--- config.mk ---
export PLATFORM = sky130hd
export DESIGN_NAME = email_token_extractor
export DESIGN_NICKNAME = d
export VERILOG_FILES = /design/src/rtl/etx_pkg.sv /design/src/rtl/etx_ram.sv /design/src/rtl/etx_front.sv /design/src/rtl/etx_desc_fifo.sv /design/src/rtl/etx_back.sv /design/src/rtl/email_token_extractor.sv
export SDC_FILE = /design/constraint.sdc
export NUM_CORES = 1
export LEC_CHECK = 0
export BUFFER_PORTS_ARGS = -buffer_cell sky130_fd_sc_hd__clkbuf_2
export CORE_ASPECT_RATIO = 1.5
export CORE_MARGIN = 4
export CORE_UTILIZATION = 45
export DETAILED_ROUTE_END_ITERATION = 10
export HOLD_SLACK_MARGIN = 0.12
export SLEW_MARGIN = 0
export SYNTH_ARGS = -nofsm -noshare
export SYNTH_HDL_FRONTEND = slang
export SYNTH_SLANG_ARGS = --single-unit
--- constraint.sdc ---
create_clock -name clk_i -period 5.39 [get_ports clk_i]
set_clock_uncertainty 0.2 [all_clocks]
set_input_delay 1.617 -clock clk_i [delete_from_list [all_inputs] [get_ports clk_i]]
set_output_delay 1.617 -clock clk_i [all_outputs]
set_load 0.01 [all_outputs]
--- src/rtl/etx_pkg.sv ---
// ----------------------------------------------------------------------------
// Email token extractor package
// Sizes, character codes and the run descriptor used across the extractor.
// ----------------------------------------------------------------------------
package etx_pkg;

  localparam int MaxRunLen = 64;
  localparam int IdxW      = $clog2(MaxRunLen);
  localparam int LenW      = $clog2(MaxRunLen + 1);
  localparam int RamDepth  = 2 ** (IdxW + 1);
  localparam int RamAddrW  = IdxW + 1;

  localparam int AtMax  = 64;
  localparam int AtW    = 7;
  localparam int NumW   = 16;
  localparam int CharW  = 8;

  localparam logic [CharW-1:0] ChNewline = 8'h0A;
  localparam logic [CharW-1:0] ChAt      = 8'h40;
  localparam logic [CharW-1:0] ChDot     = 8'h2E;
  localparam logic [CharW-1:0] ChDash    = 8'h2D;
  localparam logic [CharW-1:0] ChPlus    = 8'h2B;
  localparam logic [CharW-1:0] ChUpperA  = 8'h41;
  localparam logic [CharW-1:0] ChUpperZ  = 8'h5A;
  localparam logic [CharW-1:0] ChLowerA  = 8'h61;
  localparam logic [CharW-1:0] ChLowerZ  = 8'h7A;
  localparam logic [CharW-1:0] ChDigit0  = 8'h30;
  localparam logic [CharW-1:0] ChDigit9  = 8'h39;

  // One finished run waiting for readout
  typedef struct packed {
    logic            bank;
    logic [LenW-1:0] len;
    logic [NumW-1:0] number;
    logic [AtW-1:0]  at_count;
    logic            truncated;
  } etx_desc_t;

  typedef enum logic {
    BackIdle,
    BackRead
  } etx_back_e;

endpackage

--- src/rtl/etx_ram.sv ---
// ----------------------------------------------------------------------------
// Generic RAM
// One write port, one read port, registered read data.
// ----------------------------------------------------------------------------
module etx_ram #(
  parameter int Width = 8,
  parameter int Depth = 128
) (
  input  logic                     clk_i,
  input  logic                     we_i,
  input  logic [$clog2(Depth)-1:0] waddr_i,
  input  logic [Width-1:0]         wdata_i,
  input  logic                     re_i,
  input  logic [$clog2(Depth)-1:0] raddr_i,
  output logic [Width-1:0]         rdata_o
);

  logic [Width-1:0] mem_q [Depth];
  logic [Width-1:0] rdata_q;

  always_ff @(posedge clk_i) begin
    if (we_i) begin
      mem_q[waddr_i] <= wdata_i;
    end
    if (re_i) begin
      rdata_q <= mem_q[raddr_i];
    end
  end

  assign rdata_o = rdata_q;

endmodule

--- src/rtl/etx_front.sv ---
// ----------------------------------------------------------------------------
// Email token extractor front end
// Classifies bytes, builds runs in a ping-pong buffer, queues finished runs.
// ----------------------------------------------------------------------------
module etx_front (
  input  logic                          clk_i,
  input  logic                          rst_ni,
  input  logic                          cfg_we_i,
  input  logic                          cfg_wdata_i,
  input  logic                          push_i,
  output logic                          full_o,
  input  logic [etx_pkg::CharW-1:0]     text_byte_i,
  input  logic                          end_of_input_i,
  output logic                          ram_we_o,
  output logic [etx_pkg::RamAddrW-1:0]  ram_waddr_o,
  output logic [etx_pkg::CharW-1:0]     ram_wdata_o,
  output logic                          desc_push_o,
  output etx_pkg::etx_desc_t            desc_o,
  input  logic                          release_i
);

  logic                          skip_q, skip_d;
  logic                          hdr_q, hdr_d;
  logic                          bank_q, bank_d;
  logic [etx_pkg::LenW-1:0]      run_len_q, run_len_d;
  logic [etx_pkg::AtW-1:0]       at_cnt_q, at_cnt_d;
  logic                          ovf_q, ovf_d;
  logic [etx_pkg::NumW-1:0]      seen_q, seen_d;
  logic [1:0]                    held_q, held_d;

  logic                          accept, skipped, addr_char, store, store_wr, flush, emit;
  logic [etx_pkg::LenW-1:0]      len_n;
  logic [etx_pkg::AtW-1:0]       at_n;
  logic                          ovf_n;
  logic [etx_pkg::NumW-1:0]      number;
  logic [etx_pkg::NumW:0]        seen_sum;

  function automatic logic is_addr_char(input logic [etx_pkg::CharW-1:0] b);
    logic r;
    r = ((b >= etx_pkg::ChUpperA) && (b <= etx_pkg::ChUpperZ)) ||
        ((b >= etx_pkg::ChLowerA) && (b <= etx_pkg::ChLowerZ)) ||
        ((b >= etx_pkg::ChDigit0) && (b <= etx_pkg::ChDigit9)) ||
        (b == etx_pkg::ChDot) || (b == etx_pkg::ChDash) ||
        (b == etx_pkg::ChPlus) || (b == etx_pkg::ChAt);
    return r;
  endfunction

  // both buffer banks owned by pending runs
  assign full_o    = (held_q == 2'd2);
  assign accept    = push_i & ~full_o;
  assign skipped   = hdr_q & skip_q;
  assign addr_char = is_addr_char(text_byte_i);
  assign store     = ~skipped & addr_char;
  assign store_wr  = store & (run_len_q < etx_pkg::LenW'(etx_pkg::MaxRunLen));

  assign len_n = store_wr ? run_len_q + etx_pkg::LenW'(1) : run_len_q;
  assign ovf_n = ovf_q | (store & ~store_wr);
  assign at_n  = (store && (text_byte_i == etx_pkg::ChAt) &&
                  (at_cnt_q < etx_pkg::AtW'(etx_pkg::AtMax))) ?
                 at_cnt_q + etx_pkg::AtW'(1) : at_cnt_q;

  assign flush = (~skipped & ~addr_char) | end_of_input_i;
  assign emit  = flush && (at_n != '0) && (len_n != '0);

  assign number   = (seen_q == '1) ? seen_q : seen_q + etx_pkg::NumW'(1);
  assign seen_sum = {1'b0, seen_q} + (etx_pkg::NumW + 1)'(at_n);

  assign ram_we_o    = accept & store_wr;
  assign ram_waddr_o = {bank_q, run_len_q[etx_pkg::IdxW-1:0]};
  assign ram_wdata_o = text_byte_i;

  assign desc_push_o        = accept & emit;
  assign desc_o.bank        = bank_q;
  assign desc_o.len         = len_n;
  assign desc_o.number      = number;
  assign desc_o.at_count    = at_n;
  assign desc_o.truncated   = ovf_n;

  always_comb begin
    skip_d    = cfg_we_i ? cfg_wdata_i : skip_q;
    hdr_d     = hdr_q;
    bank_d    = bank_q;
    run_len_d = run_len_q;
    at_cnt_d  = at_cnt_q;
    ovf_d     = ovf_q;
    seen_d    = seen_q;
    if (accept) begin
      if (text_byte_i == etx_pkg::ChNewline) begin
        hdr_d = 1'b0;
      end
      if (flush) begin
        run_len_d = '0;
        at_cnt_d  = '0;
        ovf_d     = 1'b0;
        if (emit) begin
          bank_d = ~bank_q;
          seen_d = seen_sum[etx_pkg::NumW] ? '1 : seen_sum[etx_pkg::NumW-1:0];
        end
      end else begin
        run_len_d = len_n;
        at_cnt_d  = at_n;
        ovf_d     = ovf_n;
      end
    end
    held_d = held_q + 2'(desc_push_o) - 2'(release_i);
  end

  always_ff @(posedge clk_i or negedge rst_ni) begin
    if (!rst_ni) begin
      skip_q    <= 1'b1;
      hdr_q     <= 1'b1;
      bank_q    <= 1'b0;
      run_len_q <= '0;
      at_cnt_q  <= '0;
      ovf_q     <= 1'b0;
      seen_q    <= '0;
      held_q    <= '0;
    end else begin
      skip_q    <= skip_d;
      hdr_q     <= hdr_d;
      bank_q    <= bank_d;
      run_len_q <= run_len_d;
      at_cnt_q  <= at_cnt_d;
      ovf_q     <= ovf_d;
      seen_q    <= seen_d;
      held_q    <= held_d;
    end
  end

endmodule

--- src/rtl/etx_desc_fifo.sv ---
// ----------------------------------------------------------------------------
// Email token extractor run queue
// Two-entry queue of run descriptors between front and back end.
// ----------------------------------------------------------------------------
module etx_desc_fifo (
  input  logic               clk_i,
  input  logic               rst_ni,
  input  logic               push_i,
  input  etx_pkg::etx_desc_t wdata_i,
  input  logic               pop_i,
  output logic               empty_o,
  output etx_pkg::etx_desc_t rdata_o
);

  etx_pkg::etx_desc_t entry_q [2];
  logic               wptr_q, wptr_d;
  logic               rptr_q, rptr_d;
  logic [1:0]         cnt_q, cnt_d;
  logic               do_pop;

  assign empty_o = (cnt_q == 2'd0);
  assign rdata_o = entry_q[rptr_q];
  assign do_pop  = pop_i & ~empty_o;

  always_comb begin
    wptr_d = push_i ? ~wptr_q : wptr_q;
    rptr_d = do_pop ? ~rptr_q : rptr_q;
    cnt_d  = cnt_q + 2'(push_i) - 2'(do_pop);
  end

  always_ff @(posedge clk_i) begin
    if (push_i) begin
      entry_q[wptr_q] <= wdata_i;
    end
  end

  always_ff @(posedge clk_i or negedge rst_ni) begin
    if (!rst_ni) begin
      wptr_q <= 1'b0;
      rptr_q <= 1'b0;
      cnt_q  <= '0;
    end else begin
      wptr_q <= wptr_d;
      rptr_q <= rptr_d;
      cnt_q  <= cnt_d;
    end
  end

endmodule

--- src/rtl/etx_back.sv ---
// ----------------------------------------------------------------------------
// Email token extractor back end
// Reads a finished run out of the buffer into the result register.
// ----------------------------------------------------------------------------
module etx_back (
  input  logic                          clk_i,
  input  logic                          rst_ni,
  input  logic                          desc_empty_i,
  input  etx_pkg::etx_desc_t            desc_i,
  output logic                          desc_pop_o,
  output logic                          ram_re_o,
  output logic [etx_pkg::RamAddrW-1:0]  ram_raddr_o,
  input  logic [etx_pkg::CharW-1:0]     ram_rdata_i,
  output logic                          release_o,
  output logic                          empty_o,
  input  logic                          pop_i,
  output logic [etx_pkg::CharW-1:0]     email_char_o,
  output logic                          last_char_o,
  output logic [etx_pkg::NumW-1:0]      email_number_o,
  output logic [etx_pkg::AtW-1:0]       repeat_count_o,
  output logic                          truncated_o
);

  etx_pkg::etx_back_e       state_q, state_d;
  etx_pkg::etx_desc_t       desc_q;
  logic [etx_pkg::LenW-1:0] k_q, k_d;
  logic                     rd_pend_q, rd_last_q;
  logic                     out_v_q, out_v_d;
  logic [etx_pkg::CharW-1:0] out_char_q;
  logic                     out_last_q;
  logic [etx_pkg::NumW-1:0] out_num_q;
  logic [etx_pkg::AtW-1:0]  out_cnt_q;
  logic                     out_trunc_q;

  logic pop_fire, issue, last_issue, load_desc;

  assign pop_fire   = pop_i & out_v_q;
  assign last_issue = (k_q == desc_q.len - etx_pkg::LenW'(1));

  // next state
  always_comb begin
    state_d = state_q;
    unique case (state_q)
      etx_pkg::BackIdle: begin
        if (!desc_empty_i) state_d = etx_pkg::BackRead;
      end
      etx_pkg::BackRead: begin
        if (issue && last_issue) state_d = etx_pkg::BackIdle;
      end
      default: state_d = etx_pkg::BackIdle;
    endcase
  end

  // outputs
  always_comb begin
    load_desc = 1'b0;
    issue     = 1'b0;
    unique case (state_q)
      etx_pkg::BackIdle: begin
        load_desc = ~desc_empty_i;
      end
      etx_pkg::BackRead: begin
        // read data lands in the next cycle; result register must be free by then
        issue = ~rd_pend_q & (~out_v_q | pop_fire);
      end
      default: ;
    endcase
  end

  assign desc_pop_o  = load_desc;
  assign ram_re_o    = issue;
  assign ram_raddr_o = {desc_q.bank, k_q[etx_pkg::IdxW-1:0]};
  assign release_o   = issue & last_issue;

  always_comb begin
    k_d = k_q;
    if (load_desc) begin
      k_d = '0;
    end else if (issue) begin
      k_d = k_q + etx_pkg::LenW'(1);
    end
    out_v_d = out_v_q;
    if (rd_pend_q) begin
      out_v_d = 1'b1;
    end else if (pop_fire) begin
      out_v_d = 1'b0;
    end
  end

  always_ff @(posedge clk_i) begin
    if (load_desc) begin
      desc_q <= desc_i;
    end
    if (rd_pend_q) begin
      out_char_q  <= ram_rdata_i;
      out_last_q  <= rd_last_q;
      out_num_q   <= desc_q.number;
      out_cnt_q   <= desc_q.at_count;
      out_trunc_q <= desc_q.truncated;
    end
    if (issue) begin
      rd_last_q <= last_issue;
    end
  end

  always_ff @(posedge clk_i or negedge rst_ni) begin
    if (!rst_ni) begin
      state_q   <= etx_pkg::BackIdle;
      k_q       <= '0;
      rd_pend_q <= 1'b0;
      out_v_q   <= 1'b0;
    end else begin
      state_q   <= state_d;
      k_q       <= k_d;
      rd_pend_q <= issue;
      out_v_q   <= out_v_d;
    end
  end

  assign empty_o        = ~out_v_q;
  assign email_char_o   = out_char_q;
  assign last_char_o    = out_last_q;
  assign email_number_o = out_num_q;
  assign repeat_count_o = out_cnt_q;
  assign truncated_o    = out_trunc_q;

endmodule

--- src/rtl/email_token_extractor.sv ---
// ----------------------------------------------------------------------------
// Email token extractor
// Finds runs of address characters holding '@' and streams them out.
// ----------------------------------------------------------------------------
// Input: one byte per cycle while full is low; full rises only while two
// finished runs still hold both halves of the ping-pong run buffer.
// Output: the first character reaches the result ports through the descriptor
// queue, the back end's descriptor register, the registered buffer read and the
// result register; each buffer read waits for the previous one to land.
// Reset: asynchronous, clears control state; buffer contents are not cleared.
module email_token_extractor (
  input  logic                       clk_i,
  input  logic                       rst_ni,
  input  logic                       cfg_we_i,
  input  logic                       cfg_wdata_i,
  input  logic                       push,
  output logic                       full,
  input  logic [etx_pkg::CharW-1:0]  text_byte_i,
  input  logic                       end_of_input_i,
  output logic                       empty,
  input  logic                       pop,
  output logic [etx_pkg::CharW-1:0]  email_char_o,
  output logic                       last_char_o,
  output logic [etx_pkg::NumW-1:0]   email_number_o,
  output logic [etx_pkg::AtW-1:0]    repeat_count_o,
  output logic                       truncated_o
);

  logic                          ram_we, ram_re;
  logic [etx_pkg::RamAddrW-1:0]  ram_waddr, ram_raddr;
  logic [etx_pkg::CharW-1:0]     ram_wdata, ram_rdata;
  logic                          desc_push, desc_pop, desc_empty, run_release;
  etx_pkg::etx_desc_t            desc_in, desc_out;

  etx_front u_front (
    .clk_i          (clk_i),
    .rst_ni         (rst_ni),
    .cfg_we_i       (cfg_we_i),
    .cfg_wdata_i    (cfg_wdata_i),
    .push_i         (push),
    .full_o         (full),
    .text_byte_i    (text_byte_i),
    .end_of_input_i (end_of_input_i),
    .ram_we_o       (ram_we),
    .ram_waddr_o    (ram_waddr),
    .ram_wdata_o    (ram_wdata),
    .desc_push_o    (desc_push),
    .desc_o         (desc_in),
    .release_i      (run_release)
  );

  etx_ram #(
    .Width (etx_pkg::CharW),
    .Depth (etx_pkg::RamDepth)
  ) u_run_buf (
    .clk_i   (clk_i),
    .we_i    (ram_we),
    .waddr_i (ram_waddr),
    .wdata_i (ram_wdata),
    .re_i    (ram_re),
    .raddr_i (ram_raddr),
    .rdata_o (ram_rdata)
  );

  etx_desc_fifo u_desc_fifo (
    .clk_i   (clk_i),
    .rst_ni  (rst_ni),
    .push_i  (desc_push),
    .wdata_i (desc_in),
    .pop_i   (desc_pop),
    .empty_o (desc_empty),
    .rdata_o (desc_out)
  );

  etx_back u_back (
    .clk_i          (clk_i),
    .rst_ni         (rst_ni),
    .desc_empty_i   (desc_empty),
    .desc_i         (desc_out),
    .desc_pop_o     (desc_pop),
    .ram_re_o       (ram_re),
    .ram_raddr_o    (ram_raddr),
    .ram_rdata_i    (ram_rdata),
    .release_o      (run_release),
    .empty_o        (empty),
    .pop_i          (pop),
    .email_char_o   (email_char_o),
    .last_char_o    (last_char_o),
    .email_number_o (email_number_o),
    .repeat_count_o (repeat_count_o),
    .truncated_o    (truncated_o)
  );

endmodule

; ---- Word-level counts from Yosys, hierarchy flattened
; Memory sizes are Yosys's and may differ from the RTL's. A register that Yosys moved wholly into a read port is not among the register bits.
; Index checks and enable logic that the tools add are counted.
[word_totals]
ff_bits = 84
in_bits = 15
mem_count = 2
mem_bits_rw = 1088
out_inout_bits = 35
elab_cells = 116
[mem_list]
columns = name, depth, word_bits, read_ports, rd_clocked_by_memory_dff, write_ports, line_no
row1 = u_run_buf.mem_q, 128, 8, 1, 1, 1, etx_ram.sv:18  ; logic [Width-1:0] mem_q [Depth];
row2 = u_desc_fifo.entry_q, 2, 32, 1, 1, 1, etx_desc_fifo.sv:15  ; etx_pkg::etx_desc_t entry_q [2];
[classes]
eq_ne = 8
bitwise = 26
muxes = 20
order_cmp = 8
reduce_logical = 21
addsub = 10
[op_table]
columns = op, n
row1 = two-way mux 7 bit, 6
row2 = two-way mux 16 bit, 2
row3 = "== test 8 x 6 -> 1 bit, second input constant", 3
row4 = "adder 7 x 1 -> 7 bit, second input constant", 3
row5 = adder 16 x 7 -> 17 bit, 1
row6 = "adder 16 x 1 -> 16 bit, second input constant", 1
row7 = "== test 16 bit, second input constant", 1
row8 = ">= comparator 8 x 7 -> 1 bit, second input constant", 2
row9 = "less-or-equal comparator 8 x 7 -> 1 bit, second input constant", 2
row10 = "less-than comparator 7 bit, second input constant", 2
row11 = nonzero test 7 bit, 2
row12 = AND 1 bit, 12
row13 = two-way mux 1 bit, 11
row14 = inverter 1 bit, 11
row15 = "== test 8 x 4 -> 1 bit, second input constant", 1
row16 = "== test 8 x 7 -> 1 bit, second input constant", 1
row17 = ">= comparator 8 x 6 -> 1 bit, second input constant", 1
row18 = "less-or-equal comparator 8 x 6 -> 1 bit, second input constant", 1
row19 = logical AND 1 bit, 8
row20 = == test 7 bit, 1
row21 = "subtractor 7 x 1 -> 7 bit, second input constant", 1
row22 = logical OR 1 bit, 6
row23 = adder 2 x 1 -> 2 bit, 2
row24 = nonzero test 2 bit, 2
row25 = other kinds (7), 10

; ---- Longest topological paths before layout
[logic_depth]
ltp_word = 18
ltp_mapped = 16
depth_no_buf = 14

; ---- Hierarchy
; From an unflattened synthesis, not the netlist that was laid out.
[hier_totals]
cells_unflattened = 2256
hier_area_um2 = 48159.9
[by_module_without_submodules]
columns = module, seq_area_each_um2, area_per_inst_um2, instances, cells_each
row1 = etx_ram, 30989.7, 39745.6, 1, 1635
row2 = etx_front, 903.4, 3022.9, 1, 356
row3 = etx_back, 2232.1, 2737.6, 1, 149
row4 = etx_desc_fifo, 2021.9, 2653.8, 1, 116

; ---- Least setup slack after synthesis
; OpenSTA, ideal clock, no wires.
[synth_timing]
path_type = in2reg
start = input port text_byte_i[3] in the netlist's numbering
end = memory u_desc_fifo.entry_q[1][0] in the netlist's numbering (enable)
setup_ns = 0.421
t_arrival_ns = 4.983
t_required_ns = 4.769
path_stages = 9
path_buffers = 2
path_slack_ns = -0.214
path_cell_list = or4_1 > buf_2 > nor4_4 > nand4_1 > xnor2_2 > o311a_2 > o31ai_4 > buf_4 > nor2_1
[synth_rtl]
columns = item, line_no
row1 = "start, declared", email_token_extractor.sv:18  ; input logic [etx_pkg::CharW-1:0] text_byte_i,
row2 = "end, declared", etx_desc_fifo.sv:15

==> impl_metrics.json <==
{
  "run_status": "finished, final reports clean",
  "cts.sinks": 1212,
  "path_max_fanout": 8,
  "antenna_found_initial": 1,
  "final_hold_viol_count": 0,
  "endpoint_kind": "register",
  "path_clk_slew_ns": 0.06,
  "max_slew_margin_pct": 25.3,
  "coreArea_um2": 104000,
  "diodes": 0,
  "crit_path_start_kind": "primary input",
  "grt_overflow": 0,
  "synth_flop_cell": "edfxtp_1",
  "worstPathArrival_ns": 5.28,
  "dp.cells": 3754,
  "finalCritPeriodShare_pct": 91.4,
  "num_vias": 22300,
  "cts_hold_buf": 0,
  "viasPerCell": 5.65,
  "postPlaceCellArea_um2": 51000,
  "synth_warnings": 0,
  "rows": 145,
  "n_fill_cell": 8028,
  "root_buffer": "clkbuf_16",
  "synthCells": 2178,
  "cpPeakStageDelay_ns": 0.52,
  "ys_seq_elements": 1212,
  "netlist_area_um2": 47400,
  "cts_tree": "done",
  "drv_slew": 0,
  "required_ns": 5.74,
  "port_buffers": 49,
  "start_util_pct": 45.4,
  "seqPwrFrac_pct": 44.8,
  "numCtsBuffers": 106,
  "cts_resized": 0,
  "yosys.area.top_type": "edfxtp_1",
  "rsz0062_at_grt": "no",
  "cp_slowest_cell": "or4_1",
  "place_hpwl_um": 71600,
  "whs_ns": 0.219,
  "design_area_um2": 54300,
  "drt-initial-drc-count": 1809,
  "maxCapViolCount": 0,
  "synth_top_area_share_pct": 73.6,
  "fin_cells": 3950,
  "ctsLongestPathBuffers": 3,
  "grt_use_total_pct": 20.4,
  "clk_latency_ns": 0.68,
  "synthDistinctLibCells": 62,
  "path_class": "primary input to register",
  "first_pass_iters": 7,
  "p_sw_uw": 6830,
  "dieArea_um2": 111000,
  "ios": 50,
  "synth_nets": 2210,
  "power.share.switching_pct": 27.8,
  "syn_avg_cell_area_um2": 21.8,
  "layout_commonest_cell": "edfxtp_1",
  "place_congestion": 0.800,
  "power.leakage_uw": 0.0175,
  "clkPwrFrac_pct": 30.2,
  "first_global_vias": 23700,
  "fin_util_pct": 52.1,
  "pwr-share-comb_pct": 25.0,
  "routed_wl_um": 111000,
  "finalPower_uw": 24600,
  "ir_drop_v": 0.000336,
  "grt_max_degree": 99,
  "grt_pass1_wl_um": 164000,
  "synth_area_leaders": "edfxtp_1 74%, mux4_2 16%, dfrtp_1 2.5%, nor2_1 1.3%, mux2_2 1.0%",
  "final_cell_mix": "1162 x edfxtp_1, 336 x mux4_2, 237 x buf_4",
  "period_needed_ns": 4.93,
  "area_growth_pct": 14.6,
  "worstMarginPinSlew_ns": 1.12,
  "hp-class": "register to register",
  "crit_chain": "buf_4 -> or4_1 -> buf_4 -> nor4_4 -> buf_4 -> mux2i_1 -> inv_1 -> ha_1 -> a21o_1 -> a21oi_1 -> nand2b_1 -> a21boi_0 -> or4_1 -> o21ai_0 -> nor3_1 -> mux2_1",
  "synth_edf_count": 1162,
  "drive_above_1_share_pct": 32.9,
  "fp.dieH_um": 406,
  "die_w_um": 273,
  "nets": 2498,
  "drtAntennaViolNets": 0,
  "drc": 0,
  "finalSetupViolations": 0,
  "cts_max_level": 3,
  "cts_setup_buffers": 0,
  "wl_per_cell_um": 28.2,
  "p_int_uw": 17700,
  "p_per_area_nw_per_um2": 452,
  "ys_async_sr_fraction_pct": 4.13,
  "fmax_mhz": 203,
  "synth.yosys.seq_area_share_pct": 76.3,
  "path_common_cell": "buf_4"
}
## kinds of logic (layout without fill, tap and decap cells)
| logic type | count (synthesis) | in the layout | share of synthesized area [%] |
|---|---|---|---|
| adder cells (fa/ha/maj) | 17 | 17 | 0.465 |
| buffers and inverters | 130 | 506 | 1.05 |
| XOR/XNOR | 52 | 52 | 0.992 |
| AND/OR/NAND/NOR | 305 | 305 | 2.88 |
| flip-flops | 1212 | 1212 | 76.3 |
| multiplexers | 393 | 393 | 17.3 |
| AO/OA/AOI/OAI | 69 | 69 | 1.06 |
## flip-flops by register name, summed over array words and instances, names as in the netlist, 7 cells and up
signal and cells:
u_back.k_q 7, u_front.at_cnt_q 7, u_back.desc_q 31, u_back.email_number_o 16
u_run_buf.rdata_o 8, u_back.repeat_count_o 7, u_front.run_len_q 7, u_desc_fifo.entry_q 64
u_front.seen_q 16, u_back.email_char_o 8, u_run_buf.mem_q 1024
## cells in the mapped netlist, types with 2 or more instances
cell type  number
nand2b_1        5
nand3b_1        3
inv_1          21
or4b_1          2
nand3_1        15
o31a_1          4
a21o_1          6
nor4_1          5
and4_1          2
xnor2_1        30
mux2_2         42
mux2_1          9
buf_4           2
or2_2           3
xnor2_2         2
o31ai_1         5
a21boi_0        3
buf_1          27
nor2_1        159
a31oi_1         2
mux4_2        336
clkbuf_1       79
dfrtp_1        48
a21oi_1        12
o21a_1          3
nor2b_1         8
nor3_1         14
and2_1          6
nand2_1        63
xor2_1         20
nand4_1         8
edfxtp_1     1162
and3_1          3
o21ai_0        18
dfstp_2         2
a22o_1          2
or4_1           2
mux2i_1         6
ha_1           16
## layer usage
metal / up-vias / wire (um) / GRT usage, %
li1: 9554 / - / -
met1: 12000 / 41600 / 25.0
met2: 649 / 61300 / 37.7
met3: 140 / 5380 / 2.90
met4: 0 / 3080 / 6.20
met5: - / 0 / 0
## cell type report
cell class                      count  area [um2]  area share, %
Clock buffer                      129        2740           5.04
Clock inverter                     67         612           1.13
Inverter                           21        78.8          0.145
Multi-Input combinational cell    836       10800           19.8
Sequential cell                  1212       36200           66.6
Tap cell                         1396        1750           3.22
Timing Repair Buffer              289        2200           4.06
## worst paths after layout
check	to	from	slack (ns)	cells past startpoint
worst max-delay path	u_front.seen_q[13]$_DFFE_PN0P_	text_byte_i[2]	0.46	16
worst min-delay path	u_back.email_number_o[7]$_DFFE_PP_	u_back.desc_q[15]$_DFFE_PP_	0.22	0
worst max register to register	u_run_buf.rdata_o[7]$_DFFE_PP_	u_back.k_q[0]$_DFFE_PN0P_	1.61	5
worst min register to register	u_back.email_number_o[7]$_DFFE_PP_	u_back.desc_q[15]$_DFFE_PP_	0.22	0
max in group asynchronous	u_front.skip_q$_DFFE_PN1P_	rst_ni	3.20	2
min in group asynchronous	u_desc_fifo.cnt_q[0]$_DFF_PN0_	rst_ni	0.89	1
## critical path: cells and delay by family
| family | cells | cell delay, ns |
|---|---|---|
| adder cells (fa/ha/maj) | 1 | 0.29 |
| multiplexers | 2 | 0.58 |
| AND/OR/NAND/NOR | 5 | 1.45 |
| buffers and inverters | 4 | 0.64 |
| AO/OA/AOI/OAI | 4 | 0.69 |
## power by group through the flow
| stage | combinational [uW] | clock (uW) | sequential (uW) |
|---|---|---|---|
| after global routing | 6430 | 8000 | 11000 |
| final | 6140 | 7420 | 11000 |
| after floorplan | 4220 | 0 | 10900 |
| after detailed placement | 6280 | 0 | 11200 |
| after global placement | 6240 | 0 | 11200 |
| after CTS | 6290 | 7580 | 11000 |
## stage by stage
step	worst slack [ns]	setup TNS (ns)
global route	0.216	0
floorplan	-0.214	-13.70
global placement	-0.231	-3.96
finish	0.462	0
detailed placement	-0.244	-12.31
CTS	0.482	0
No activity file was read; power rests on OpenSTA's default activity.
